<file path="src/hdl/brl_pkg.sv">
package brl_pkg;

    // Coordinate and derived widths
    localparam int COORD_BITS = 14;
    localparam int DELTA_BITS = COORD_BITS + 1;
    localparam int ERR_BITS   = COORD_BITS + 2;

    // Clip register
    localparam int CLIP_BITS = 13;
    localparam logic [CLIP_BITS-1:0] CLIP_RESET = CLIP_BITS'(800);
    localparam int CMP_BITS = ((COORD_BITS > CLIP_BITS) ? COORD_BITS : CLIP_BITS) + 1;

    // Configuration port
    localparam int ADDR_BITS = 3;
    localparam int DATA_BITS = 32;
    localparam logic REG_CLIP_LIMIT = 1'b0;

    // Command queue
    localparam int QUEUE_DEPTH = 2;
    localparam int QPTR_BITS   = (QUEUE_DEPTH > 1) ? $clog2(QUEUE_DEPTH) : 1;
    localparam int QCNT_BITS   = $clog2(QUEUE_DEPTH + 1);

    typedef enum logic {
        OP_START = 1'b0,
        OP_STEP  = 1'b1
    } op_t;

    // Classified transaction handed from front to back
    typedef struct packed {
        op_t                           op;
        logic                          steep;
        logic                          minor_down;
        logic signed [COORD_BITS-1:0]  major_pos;
        logic signed [COORD_BITS-1:0]  minor_pos;
        logic signed [COORD_BITS-1:0]  major_end;
        logic signed [ERR_BITS-1:0]    error_term;
        logic [DELTA_BITS-1:0]         delta_major;
        logic [DELTA_BITS-1:0]         delta_minor;
    } line_cmd_t;

endpackage

</file>
<file path="src/hdl/bresenham_line_rasterizer_core.sv">
// A step transaction passes through the front register, the queue and the back result register
// in that order, and can wait at each one while the stage after it is full.
// Throughput: one transaction per cycle unless out_ready holds the output; the back walks one
// pixel per cycle with a single add and compare on the error term.
// Reset (rst_n, asynchronous, active low): no line active, queue empty, clip limit 800.
module bresenham_line_rasterizer_core (
    input  logic                                  clk,
    input  logic                                  rst_n,
    // Configuration port
    input  logic                                  psel,
    input  logic                                  penable,
    input  logic                                  pwrite,
    input  logic [brl_pkg::ADDR_BITS-1:0]         paddr,
    input  logic [brl_pkg::DATA_BITS-1:0]         pwdata,
    output logic [brl_pkg::DATA_BITS-1:0]         prdata,
    output logic                                  pready,
    // Input channel
    input  logic                                  in_valid,
    output logic                                  in_ready,
    input  logic                                  op,
    input  logic signed [brl_pkg::COORD_BITS-1:0] x_start,
    input  logic signed [brl_pkg::COORD_BITS-1:0] y_start,
    input  logic signed [brl_pkg::COORD_BITS-1:0] x_end,
    input  logic signed [brl_pkg::COORD_BITS-1:0] y_end,
    // Output channel
    output logic                                  out_valid,
    input  logic                                  out_ready,
    output logic signed [brl_pkg::COORD_BITS-1:0] pixel_x,
    output logic signed [brl_pkg::COORD_BITS-1:0] pixel_y,
    output logic                                  inside_res,
    output logic                                  last,
    output logic                                  no_pixel
);
    import brl_pkg::*;

    logic [CLIP_BITS-1:0] clip_limit_reg;
    logic                 cfg_write;
    logic                 q_push;
    logic                 q_full;
    logic                 q_valid;
    logic                 q_pop;
    line_cmd_t            push_cmd;
    line_cmd_t            pop_cmd;

    assign pready    = 1'b1;
    assign cfg_write = psel && penable && pwrite && pready;

    // Clip limit register
    always_ff @(posedge clk or negedge rst_n)
    begin
        if (!rst_n)
        begin
            clip_limit_reg <= CLIP_RESET;
        end
        else if (cfg_write && paddr[2] == REG_CLIP_LIMIT)
        begin
            clip_limit_reg <= pwdata[CLIP_BITS-1:0];
        end
    end

    // Read back on aligned addresses
    always_comb
    begin
        prdata = '0;
        if (paddr[2] == REG_CLIP_LIMIT && paddr[1:0] == 2'b00)
        begin
            prdata = DATA_BITS'(clip_limit_reg);
        end
    end

    brl_front u_front (
        .clk      (clk),
        .rst_n    (rst_n),
        .in_valid (in_valid),
        .in_ready (in_ready),
        .op       (op),
        .x_start  (x_start),
        .y_start  (y_start),
        .x_end    (x_end),
        .y_end    (y_end),
        .q_push   (q_push),
        .q_cmd    (push_cmd),
        .q_full   (q_full)
    );

    brl_queue u_queue (
        .clk      (clk),
        .rst_n    (rst_n),
        .push     (q_push),
        .push_cmd (push_cmd),
        .full     (q_full),
        .valid    (q_valid),
        .pop_cmd  (pop_cmd),
        .pop      (q_pop)
    );

    brl_back u_back (
        .clk        (clk),
        .rst_n      (rst_n),
        .q_valid    (q_valid),
        .q_cmd      (pop_cmd),
        .q_pop      (q_pop),
        .clip_limit (clip_limit_reg),
        .out_valid  (out_valid),
        .out_ready  (out_ready),
        .pixel_x    (pixel_x),
        .pixel_y    (pixel_y),
        .inside_res (inside_res),
        .last       (last),
        .no_pixel   (no_pixel)
    );

endmodule

</file>
<file path="src/hdl/brl_front.sv">
module brl_front (
    input  logic                                  clk,
    input  logic                                  rst_n,
    input  logic                                  in_valid,
    output logic                                  in_ready,
    input  logic                                  op,
    input  logic signed [brl_pkg::COORD_BITS-1:0] x_start,
    input  logic signed [brl_pkg::COORD_BITS-1:0] y_start,
    input  logic signed [brl_pkg::COORD_BITS-1:0] x_end,
    input  logic signed [brl_pkg::COORD_BITS-1:0] y_end,
    output logic                                  q_push,
    output brl_pkg::line_cmd_t                    q_cmd,
    input  logic                                  q_full
);
    import brl_pkg::*;

    logic                          f_valid_reg;
    op_t                           f_op_reg;
    logic signed [COORD_BITS-1:0]  f_x1_reg;
    logic signed [COORD_BITS-1:0]  f_y1_reg;
    logic signed [COORD_BITS-1:0]  f_x2_reg;
    logic signed [COORD_BITS-1:0]  f_y2_reg;
    logic [DELTA_BITS-1:0]         f_dx_reg;
    logic signed [DELTA_BITS-1:0]  f_dy_reg;

    logic signed [DELTA_BITS-1:0]  dx_raw;
    logic signed [DELTA_BITS-1:0]  dy_raw;
    logic                          swap;
    logic [DELTA_BITS-1:0]         dx_abs;
    logic signed [DELTA_BITS-1:0]  dy_ord;

    logic                          down;
    logic [DELTA_BITS-1:0]         ady;
    logic                          x_major;
    logic [DELTA_BITS-1:0]         d_major;
    logic [DELTA_BITS-1:0]         d_minor;
    logic                          accept;

    assign in_ready = !f_valid_reg || !q_full;
    assign accept   = in_valid && in_ready;
    assign q_push   = f_valid_reg && !q_full;

    // Order endpoints by x and take raw deltas
    always_comb
    begin
        dx_raw = {x_end[COORD_BITS-1], x_end} - {x_start[COORD_BITS-1], x_start};
        dy_raw = {y_end[COORD_BITS-1], y_end} - {y_start[COORD_BITS-1], y_start};
        swap   = dx_raw[DELTA_BITS-1];
        dx_abs = swap ? DELTA_BITS'(-dx_raw) : DELTA_BITS'(dx_raw);
        dy_ord = swap ? -dy_raw : dy_raw;
    end

    // Hold the ordered transaction until the queue takes it
    always_ff @(posedge clk or negedge rst_n)
    begin
        if (!rst_n)
        begin
            f_valid_reg <= 1'b0;
        end
        else if (in_ready)
        begin
            f_valid_reg <= in_valid;
        end
    end

    always_ff @(posedge clk)
    begin
        if (accept)
        begin
            f_op_reg <= op_t'(op);
            f_x1_reg <= swap ? x_end : x_start;
            f_y1_reg <= swap ? y_end : y_start;
            f_x2_reg <= swap ? x_start : x_end;
            f_y2_reg <= swap ? y_start : y_end;
            f_dx_reg <= dx_abs;
            f_dy_reg <= dy_ord;
        end
    end

    // Pick major axis, minor direction and initial error
    always_comb
    begin
        down    = f_dy_reg[DELTA_BITS-1];
        ady     = down ? DELTA_BITS'(-f_dy_reg) : DELTA_BITS'(f_dy_reg);
        x_major = f_dx_reg > ady;
        q_cmd.op         = f_op_reg;
        q_cmd.minor_down = down;
        q_cmd.steep      = !x_major;
        if (x_major)
        begin
            q_cmd.major_pos = f_x1_reg;
            q_cmd.major_end = f_x2_reg;
            q_cmd.minor_pos = f_y1_reg;
            d_major         = f_dx_reg;
            d_minor         = ady;
        end
        else if (down)
        begin
            q_cmd.major_pos = f_y2_reg;
            q_cmd.major_end = f_y1_reg;
            q_cmd.minor_pos = f_x2_reg;
            d_major         = ady;
            d_minor         = f_dx_reg;
        end
        else
        begin
            q_cmd.major_pos = f_y1_reg;
            q_cmd.major_end = f_y2_reg;
            q_cmd.minor_pos = f_x1_reg;
            d_major         = ady;
            d_minor         = f_dx_reg;
        end
        q_cmd.delta_major = d_major;
        q_cmd.delta_minor = d_minor;
        q_cmd.error_term  = $signed(ERR_BITS'(d_minor) - ERR_BITS'(d_major));
    end

endmodule

</file>
<file path="src/hdl/brl_queue.sv">
module brl_queue (
    input  logic               clk,
    input  logic               rst_n,
    input  logic               push,
    input  brl_pkg::line_cmd_t push_cmd,
    output logic               full,
    output logic               valid,
    output brl_pkg::line_cmd_t pop_cmd,
    input  logic               pop
);
    import brl_pkg::*;

    line_cmd_t              mem_reg [QUEUE_DEPTH];
    logic [QPTR_BITS-1:0]   wr_ptr_reg;
    logic [QPTR_BITS-1:0]   rd_ptr_reg;
    logic [QCNT_BITS-1:0]   count_reg;
    logic [QPTR_BITS-1:0]   wr_ptr_next;
    logic [QPTR_BITS-1:0]   rd_ptr_next;
    logic [QCNT_BITS-1:0]   count_next;

    assign full    = count_reg == QCNT_BITS'(QUEUE_DEPTH);
    assign valid   = count_reg != '0;
    assign pop_cmd = mem_reg[rd_ptr_reg];

    // Advance pointers with wrap at the queue depth
    always_comb
    begin
        wr_ptr_next = wr_ptr_reg;
        rd_ptr_next = rd_ptr_reg;
        count_next  = count_reg;
        if (push)
        begin
            wr_ptr_next = (wr_ptr_reg == QPTR_BITS'(QUEUE_DEPTH - 1)) ? '0 : wr_ptr_reg + 1'b1;
        end
        if (pop)
        begin
            rd_ptr_next = (rd_ptr_reg == QPTR_BITS'(QUEUE_DEPTH - 1)) ? '0 : rd_ptr_reg + 1'b1;
        end
        if (push && !pop)
        begin
            count_next = count_reg + 1'b1;
        end
        else if (pop && !push)
        begin
            count_next = count_reg - 1'b1;
        end
    end

    always_ff @(posedge clk or negedge rst_n)
    begin
        if (!rst_n)
        begin
            wr_ptr_reg <= '0;
            rd_ptr_reg <= '0;
            count_reg  <= '0;
        end
        else
        begin
            wr_ptr_reg <= wr_ptr_next;
            rd_ptr_reg <= rd_ptr_next;
            count_reg  <= count_next;
        end
    end

    always_ff @(posedge clk)
    begin
        if (push)
        begin
            mem_reg[wr_ptr_reg] <= push_cmd;
        end
    end

    a_no_overflow: assert property (@(posedge clk) disable iff (!rst_n)
        !(push && full && !pop))
        else $error("queue push while full");

    a_no_underflow: assert property (@(posedge clk) disable iff (!rst_n)
        pop |-> valid)
        else $error("queue pop while empty");

    a_count_bound: assert property (@(posedge clk) disable iff (!rst_n)
        count_reg <= QCNT_BITS'(QUEUE_DEPTH))
        else $error("queue count beyond depth");

endmodule

</file>
<file path="src/hdl/brl_back.sv">
module brl_back (
    input  logic                                  clk,
    input  logic                                  rst_n,
    input  logic                                  q_valid,
    input  brl_pkg::line_cmd_t                    q_cmd,
    output logic                                  q_pop,
    input  logic [brl_pkg::CLIP_BITS-1:0]         clip_limit,
    output logic                                  out_valid,
    input  logic                                  out_ready,
    output logic signed [brl_pkg::COORD_BITS-1:0] pixel_x,
    output logic signed [brl_pkg::COORD_BITS-1:0] pixel_y,
    output logic                                  inside_res,
    output logic                                  last,
    output logic                                  no_pixel
);
    import brl_pkg::*;

    // Line walk state
    logic signed [COORD_BITS-1:0]  major_pos_reg;
    logic signed [COORD_BITS-1:0]  minor_pos_reg;
    logic signed [COORD_BITS-1:0]  major_end_reg;
    logic signed [ERR_BITS-1:0]    error_term_reg;
    logic [DELTA_BITS-1:0]         delta_major_reg;
    logic [DELTA_BITS-1:0]         delta_minor_reg;
    logic                          minor_down_reg;
    logic                          steep_reg;
    logic                          active_reg;

    // Result register
    logic                          out_valid_reg;
    logic signed [COORD_BITS-1:0]  pixel_x_reg;
    logic signed [COORD_BITS-1:0]  pixel_y_reg;
    logic                          inside_reg;
    logic                          last_reg;
    logic                          no_pixel_reg;

    logic                          out_free;
    logic                          is_start;
    logic                          step_fire;
    logic signed [COORD_BITS-1:0]  px;
    logic signed [COORD_BITS-1:0]  py;
    logic signed [DELTA_BITS-1:0]  major_inc;
    logic                          at_last;
    logic                          px_in;
    logic                          py_in;
    logic                          err_ge0;
    logic signed [ERR_BITS-1:0]    err_adj;
    logic signed [ERR_BITS-1:0]    error_term_next;
    logic signed [COORD_BITS-1:0]  minor_pos_next;

    assign out_free  = !out_valid_reg || out_ready;
    assign is_start  = q_cmd.op == OP_START;
    assign q_pop     = q_valid && (is_start || out_free);
    assign step_fire = q_pop && !is_start;

    // Current pixel, clip test and end test
    always_comb
    begin
        px        = steep_reg ? minor_pos_reg : major_pos_reg;
        py        = steep_reg ? major_pos_reg : minor_pos_reg;
        px_in     = !px[COORD_BITS-1] && (CMP_BITS'(px) < CMP_BITS'(clip_limit));
        py_in     = !py[COORD_BITS-1] && (CMP_BITS'(py) < CMP_BITS'(clip_limit));
        major_inc = {major_pos_reg[COORD_BITS-1], major_pos_reg} + 1'b1;
        at_last   = major_inc >= $signed({major_end_reg[COORD_BITS-1], major_end_reg});
    end

    // Error update and minor step
    always_comb
    begin
        err_ge0 = !error_term_reg[ERR_BITS-1];
        err_adj = err_ge0 ? $signed(ERR_BITS'(delta_minor_reg) - ERR_BITS'(delta_major_reg))
                          : $signed(ERR_BITS'(delta_minor_reg));
        error_term_next = error_term_reg + err_adj;
        if (!err_ge0)
        begin
            minor_pos_next = minor_pos_reg;
        end
        else if (minor_down_reg)
        begin
            minor_pos_next = minor_pos_reg - 1'b1;
        end
        else
        begin
            minor_pos_next = minor_pos_reg + 1'b1;
        end
    end

    // Load a new line or advance the walk
    always_ff @(posedge clk or negedge rst_n)
    begin
        if (!rst_n)
        begin
            major_pos_reg   <= '0;
            minor_pos_reg   <= '0;
            major_end_reg   <= '0;
            error_term_reg  <= '0;
            delta_major_reg <= '0;
            delta_minor_reg <= '0;
            minor_down_reg  <= 1'b0;
            steep_reg       <= 1'b0;
            active_reg      <= 1'b0;
        end
        else if (q_pop && is_start)
        begin
            major_pos_reg   <= q_cmd.major_pos;
            minor_pos_reg   <= q_cmd.minor_pos;
            major_end_reg   <= q_cmd.major_end;
            error_term_reg  <= q_cmd.error_term;
            delta_major_reg <= q_cmd.delta_major;
            delta_minor_reg <= q_cmd.delta_minor;
            minor_down_reg  <= q_cmd.minor_down;
            steep_reg       <= q_cmd.steep;
            active_reg      <= q_cmd.delta_major != '0;
        end
        else if (step_fire && active_reg)
        begin
            major_pos_reg  <= COORD_BITS'(major_inc);
            minor_pos_reg  <= minor_pos_next;
            error_term_reg <= error_term_next;
            active_reg     <= !at_last;
        end
    end

    // Output register: fill on a step, drop when taken
    always_ff @(posedge clk or negedge rst_n)
    begin
        if (!rst_n)
        begin
            out_valid_reg <= 1'b0;
        end
        else if (step_fire)
        begin
            out_valid_reg <= 1'b1;
        end
        else if (out_ready)
        begin
            out_valid_reg <= 1'b0;
        end
    end

    always_ff @(posedge clk)
    begin
        if (step_fire)
        begin
            if (active_reg)
            begin
                pixel_x_reg  <= px;
                pixel_y_reg  <= py;
                inside_reg   <= px_in && py_in;
                last_reg     <= at_last;
                no_pixel_reg <= 1'b0;
            end
            else
            begin
                pixel_x_reg  <= '0;
                pixel_y_reg  <= '0;
                inside_reg   <= 1'b0;
                last_reg     <= 1'b0;
                no_pixel_reg <= 1'b1;
            end
        end
    end

    assign out_valid  = out_valid_reg;
    assign pixel_x    = pixel_x_reg;
    assign pixel_y    = pixel_y_reg;
    assign inside_res = inside_reg;
    assign last       = last_reg;
    assign no_pixel   = no_pixel_reg;

    a_active_in_range: assert property (@(posedge clk) disable iff (!rst_n)
        active_reg |-> (major_pos_reg < major_end_reg))
        else $error("active walk past its end");

    a_error_bounds: assert property (@(posedge clk) disable iff (!rst_n)
        active_reg |-> ((error_term_reg >= -$signed(ERR_BITS'(delta_major_reg)))
                     && (error_term_reg < $signed(ERR_BITS'(delta_minor_reg)))))
        else $error("error term out of bounds");

    a_no_pixel_clean: assert property (@(posedge clk) disable iff (!rst_n)
        (out_valid_reg && no_pixel_reg) |-> (pixel_x_reg == '0 && pixel_y_reg == '0
                                            && !inside_reg && !last_reg))
        else $error("no-pixel result carries data");

    a_last_ends_line: assert property (@(posedge clk) disable iff (!rst_n)
        (step_fire && active_reg && at_last) |=> !active_reg)
        else $error("line still active after last pixel");

endmodule

</file>
<file path="config.mk">
export PLATFORM = sky130hd
export DESIGN_NAME = bresenham_line_rasterizer_core
export DESIGN_NICKNAME = d
export VERILOG_FILES = /design/src/hdl/brl_pkg.sv /design/src/hdl/bresenham_line_rasterizer_core.sv /design/src/hdl/brl_front.sv /design/src/hdl/brl_queue.sv /design/src/hdl/brl_back.sv
export SDC_FILE = /design/constraint.sdc
export NUM_CORES = 1
export LEC_CHECK = 0
export BUFFER_PORTS_ARGS = -buffer_cell sky130_fd_sc_hd__buf_2
export CAP_MARGIN = 20
export CORE_UTILIZATION = 45
export CTS_CLUSTER_SIZE = 30
export DETAILED_ROUTE_END_ITERATION = 10
export PLACE_DENSITY = 0.62
export SETUP_SLACK_MARGIN = 0.05
export SLEW_MARGIN = 10
export SYNTH_ARGS = -nofsm -noshare
export SYNTH_HDL_FRONTEND = slang
export SYNTH_SLANG_ARGS = --single-unit
</file>
<file path="constraint.sdc">
create_clock -name clk -period 5.1 [get_ports clk]
set_input_delay 1.02 -clock clk [delete_from_list [all_inputs] [get_ports clk]]
set_output_delay 1.02 -clock clk [all_outputs]
set_load 0.005 [all_outputs]
</file>
==> results.txt <==
- For this run, design rule violations remaining after detail routing come to 0.
* Slew of the pin with the lowest slew margin: 1.02 ns
* Final Hold Violating Endpoints: 0
- Fmax: about 210 MHz
- EDFF count, synth: 300
- Crit-path slowest cell: sky130_fd_sc_hd__o41a_2
- Final number of max-transition violations: 0
- Total CTS buffers: 45
* Detailed-route via count: roughly 16000
- Buffers and inverters on the worst path: 3
- Insertion delay to the later sink of the worst-skew pair: roughly 0.6 ns
- The min-delay analysis places its worst path in the category input port to asynchronous set/reset pin.
- In the finished design, the share of the clock period the worst path needs comes to a little over nine tenths.
- Initial Utilization: between 40% and 50%
- CTS tree: yes
- Required time of the critical path: 5.43 ns
- Across every metal layer, demand over resource in global routing totals around 20%.
- Biggest area consumer among synthesized cells: sky130_fd_sc_hd__edfxtp_1
- The analysis attributes to cell leakage a power of around 11 nW.
- Headroom to the max-slew limit came out at around a third.
* Sequential share of the synthesized area: approximately half
* CP max FO: 9
- Area of the die: ~0.053 mm²
- Number of buffers inserted by port buffering: 125
- In this design, the stage delay of the slowest critical-path cell is about 0.49 ns.
- Horiz. Die Dim: between 200 and 250 µm
* Clock transition at the registers of the reported paths: approximately 0.060 ns
- In this run the core area contains 82 standard-cell rows.
- Post-Route Skew: between 0.02 and 0.025 ns
- Relative to the synthesized area, the layout overhead comes to 13.8%.
- Top Family by Delay on Critical Path: compound AO/OA/AOI/OAI gates
- Among all flip-flop cells after synthesis, the most frequent one is sky130_fd_sc_hd__edfxtp_1.
* Max reg flops: roughly 180
- Number of distinct standard cells referenced by the synthesized netlist: 86
* Die Y-Extent: ~230 µm
- Critical Setup Path Class: flop to flop
- After layout, the worst setup slack is 0.274 ns.
- After synthesis, the mean cell area works out to about 11 µm².
- Dividing the detail-routed via count by the number of cells gives ~5.4.
* Iteration count of the initial detailed-routing pass: 6
- Max-cap violation count: 0
- After synthesis, the share of flip-flops with an asynchronous set or reset is between 20% and 30%.
* Worst IR Drop VDD: approximately 0.35 mV
- Antenna violation net count after detailed routing: 0
* Arithmetic-cell share of the synthesized area counting full adders, half adders and majority gates: 7.53%
- After synthesis the cells add up to roughly 0.023 mm².
- Setup repair after global routing could not meet its margin everywhere.
* Run status: completed
- In this run the power density over the cells is between 700 and 800 mW/mm².
- The routed design has about 52 mm of wire.
- Worst Setup End Kind: flop
- Cells with a size suffix above 1 make up roughly 15% of the layout.
- By area the synthesized netlist is led by sky130_fd_sc_hd__edfxtp_1 39%, sky130_fd_sc_hd__dfrtp_1 12%, sky130_fd_sc_hd__ha_1 6.7%.
- In this run the clock root is driven by a sky130_fd_sc_hd__clkbuf_16.
- Worst reg2reg setup slack: roughly 0.27 ns
- DP HPWL: 38.6 mm
* Overflow left after global routing: 0
* Count of warnings emitted by yosys: 0
* Overall power consumption: ~19 mW
- Core region area: approximately 0.05 mm²
* Detailed Route Iter0 Violations: around 1200
- N_diodes: 0
- Max Buffers Root-to-Sink: 3
- Entering global routing, the biggest net connects between 100 and 150 pins.
* Ports placed on the boundary: 165
- Setup violations remaining at the end of the flow were counted as 0.
- Summing the areas of all compound-gate instances in the mapped netlist gives a little over an eighth of the synthesized area.
- At the placement stage, the worst setup path has a slack of roughly 0.045 ns.
* Final Net Count: ~2500
- Endpoint arrival time on the critical path: ~5.2 ns
* Number of antenna violations at the first check in global routing: 0
* Post-synthesis share of cell area spent on xor and xnor gates: 5.25%
* Synth top area share: between 30% and 40%
- CP cell instances: inv_2, ha_4, or4b_4, o41a_1, xnor2_2, ha_4, and3_1, o41a_2, o21a_4, inv_2, mux2_2, o21ai_1, nor2_1, o21a_1, o21ai_1, xnor2_1, buf_4
* Sum Neg Setup Slack: 0 ns
- The filler cells instantiated in the layout total around 4400.
- Simple-gate area share of the yosys netlist: between 10% and 20%
- Global-route wire length before repair: 83.8 mm
- Main combinational cell family by area after synthesis: compound AO/OA/AOI/OAI gates
- The H-tree was split into 2 levels.
- At the end of routability-driven placement, the weighted congestion stood at ~0.86.
* Worst Setup Start Kind: flop
- Vias in the first global route: around 16000
* Yosys reg bits: between 400 and 500
- Final critical delay including setup and external delays: ~4.8 ns
- Detail-routed net length per standard cell: between 15 and 20 µm
- After synthesis, the share of cell area in mux cells is slightly above 8%.
* Clock sink count: just over 400
- In the synthesized netlist, the number of instances is 2183.
-- Yosys cell counts (20+ instances only) --
cell type                  number
sky130_fd_sc_hd__ha_1         124
sky130_fd_sc_hd__edfxtp_1     300
sky130_fd_sc_hd__nor2_1       117
sky130_fd_sc_hd__o21a_1        26
sky130_fd_sc_hd__dfrtp_1      107
sky130_fd_sc_hd__nand2_1      250
sky130_fd_sc_hd__clkbuf_1      83
sky130_fd_sc_hd__a21oi_1      102
sky130_fd_sc_hd__and2_1        44
sky130_fd_sc_hd__mux2_2        41
sky130_fd_sc_hd__mux2i_1      141
sky130_fd_sc_hd__nor3_1        31
sky130_fd_sc_hd__o21ai_0      232
sky130_fd_sc_hd__xnor2_1       85
sky130_fd_sc_hd__inv_1        131
sky130_fd_sc_hd__xor2_1        45
sky130_fd_sc_hd__buf_4         20
sky130_fd_sc_hd__a211oi_1      29
-- worst reg2reg max path, cell delays in order, from the launching register on --
cell,delay [ns]
sky130_fd_sc_hd__edfxtp_1,0.45
sky130_fd_sc_hd__inv_2,0.11
sky130_fd_sc_hd__ha_4,0.14
sky130_fd_sc_hd__or4b_4,0.48
sky130_fd_sc_hd__o41a_1,0.46
sky130_fd_sc_hd__xnor2_2,0.31
sky130_fd_sc_hd__ha_4,0.27
sky130_fd_sc_hd__and3_1,0.14
sky130_fd_sc_hd__o41a_2,0.49
sky130_fd_sc_hd__o21a_4,0.26
sky130_fd_sc_hd__inv_2,0.16
sky130_fd_sc_hd__mux2_2,0.38
sky130_fd_sc_hd__o21ai_1,0.21
sky130_fd_sc_hd__nor2_1,0.09
sky130_fd_sc_hd__o21a_1,0.20
sky130_fd_sc_hd__o21ai_1,0.15
sky130_fd_sc_hd__xnor2_1,0.09
sky130_fd_sc_hd__buf_4,0.18
-- report_power, final --
part	internal, mW	total, mW	leakage [nW]	switching (mW)
registers	5.53	6.38	4.15	0.847
logic	3.85	9.22	6.01	5.38
clock network	2.16	3.53	0.787	1.37
total	11.5	19.1	11.0	7.59
-- placed cells by master (no fill, tap or decap), types with 17 or more instances in the layout --
cell type / instances
sky130_fd_sc_hd__dfrtp_1: 106
sky130_fd_sc_hd__nand2_1: 250
sky130_fd_sc_hd__edfxtp_1: 300
sky130_fd_sc_hd__and2_1: 43
sky130_fd_sc_hd__ha_1: 122
sky130_fd_sc_hd__mux2i_1: 141
sky130_fd_sc_hd__a21oi_1: 102
sky130_fd_sc_hd__xor2_1: 45
sky130_fd_sc_hd__inv_1: 130
sky130_fd_sc_hd__a211oi_1: 28
sky130_fd_sc_hd__o21a_1: 25
sky130_fd_sc_hd__buf_4: 54
sky130_fd_sc_hd__nor2_1: 115
sky130_fd_sc_hd__clkbuf_16: 45
sky130_fd_sc_hd__buf_2: 125
sky130_fd_sc_hd__o21ai_0: 227
sky130_fd_sc_hd__nor2b_1: 18
sky130_fd_sc_hd__xnor2_1: 84
sky130_fd_sc_hd__a31oi_1: 17
sky130_fd_sc_hd__mux2_2: 41
sky130_fd_sc_hd__conb_1: 20
sky130_fd_sc_hd__nor3_1: 30
-- repair_timing --
item | CTS | global route
endpoints found under the setup margin | 2 | 23
hold buffers | 0 | 0
resized for setup | 1 | 14
pin swaps | 0 | 11
setup buffers | 0 | 8
-- worst paths after layout --
kind,startpoint,endpoint,cells after the start
setup reg to reg,u_front.f_dy_reg[0],u_queue.mem_reg[0][39],17
min in group clk,u_back.delta_major_reg[6],u_back.delta_major_reg[6],2
hold reg to reg,u_back.delta_major_reg[6],u_back.delta_major_reg[6],2
max in group asynchronous,rst_n,u_back.error_term_reg[10],3
setup / recovery,u_front.f_dy_reg[0],u_queue.mem_reg[0][39],17
hold / removal,rst_n,u_back.minor_pos_reg[4],1
-- cell type report --
class,instances,area [µm²],share of cell area (%)
flip-flops and latches,410,11800,44.4
inverters,134,503,1.90
repair buffers,182,1100,4.15
multi-input cells,1541,10700,40.2
well taps,672,841,3.17
clock buffers,57,1210,4.57
clock inverters,27,423,1.60
-- logic make-up (layout without fill, tap and decap cells) --
kind of cell | after synthesis | after routing
and+or+nand+nor | 552 | 552
AOI/OAI and AO/OA | 514 | 514
DFF | 410 | 410
buffers and inverters | 250 | 400
muxes | 182 | 182
adders and majority gates | 139 | 139
xor gates and xnor gates | 134 | 134
other | 2 | 20
-- layer usage --
metal  vias up  global-route usage, %  routed length, µm
met5         -                      0                  0
met4         0                   7.77               1700
met3        87                   2.48               2040
met2       344                   31.1              23100
met1      7744                   28.3              25300
li1       8063                      -                  -
-- through the flow --
stage | instances | util, % | area [µm²] | hold WS [ns]
floorplan | 2201 | - | 23300 | 0.421
global placement | 2929 | 48.9 | 24700 | 0.460
detailed placement | 2929 | 48.9 | 24700 | 0.455
CTS | 3013 | 52.1 | 26400 | 0.485
global route | 3023 | 52.4 | 26500 | 0.284
finish | 3023 | 52.4 | 26500 | 0.308
(Power assumes the default switching activity.)
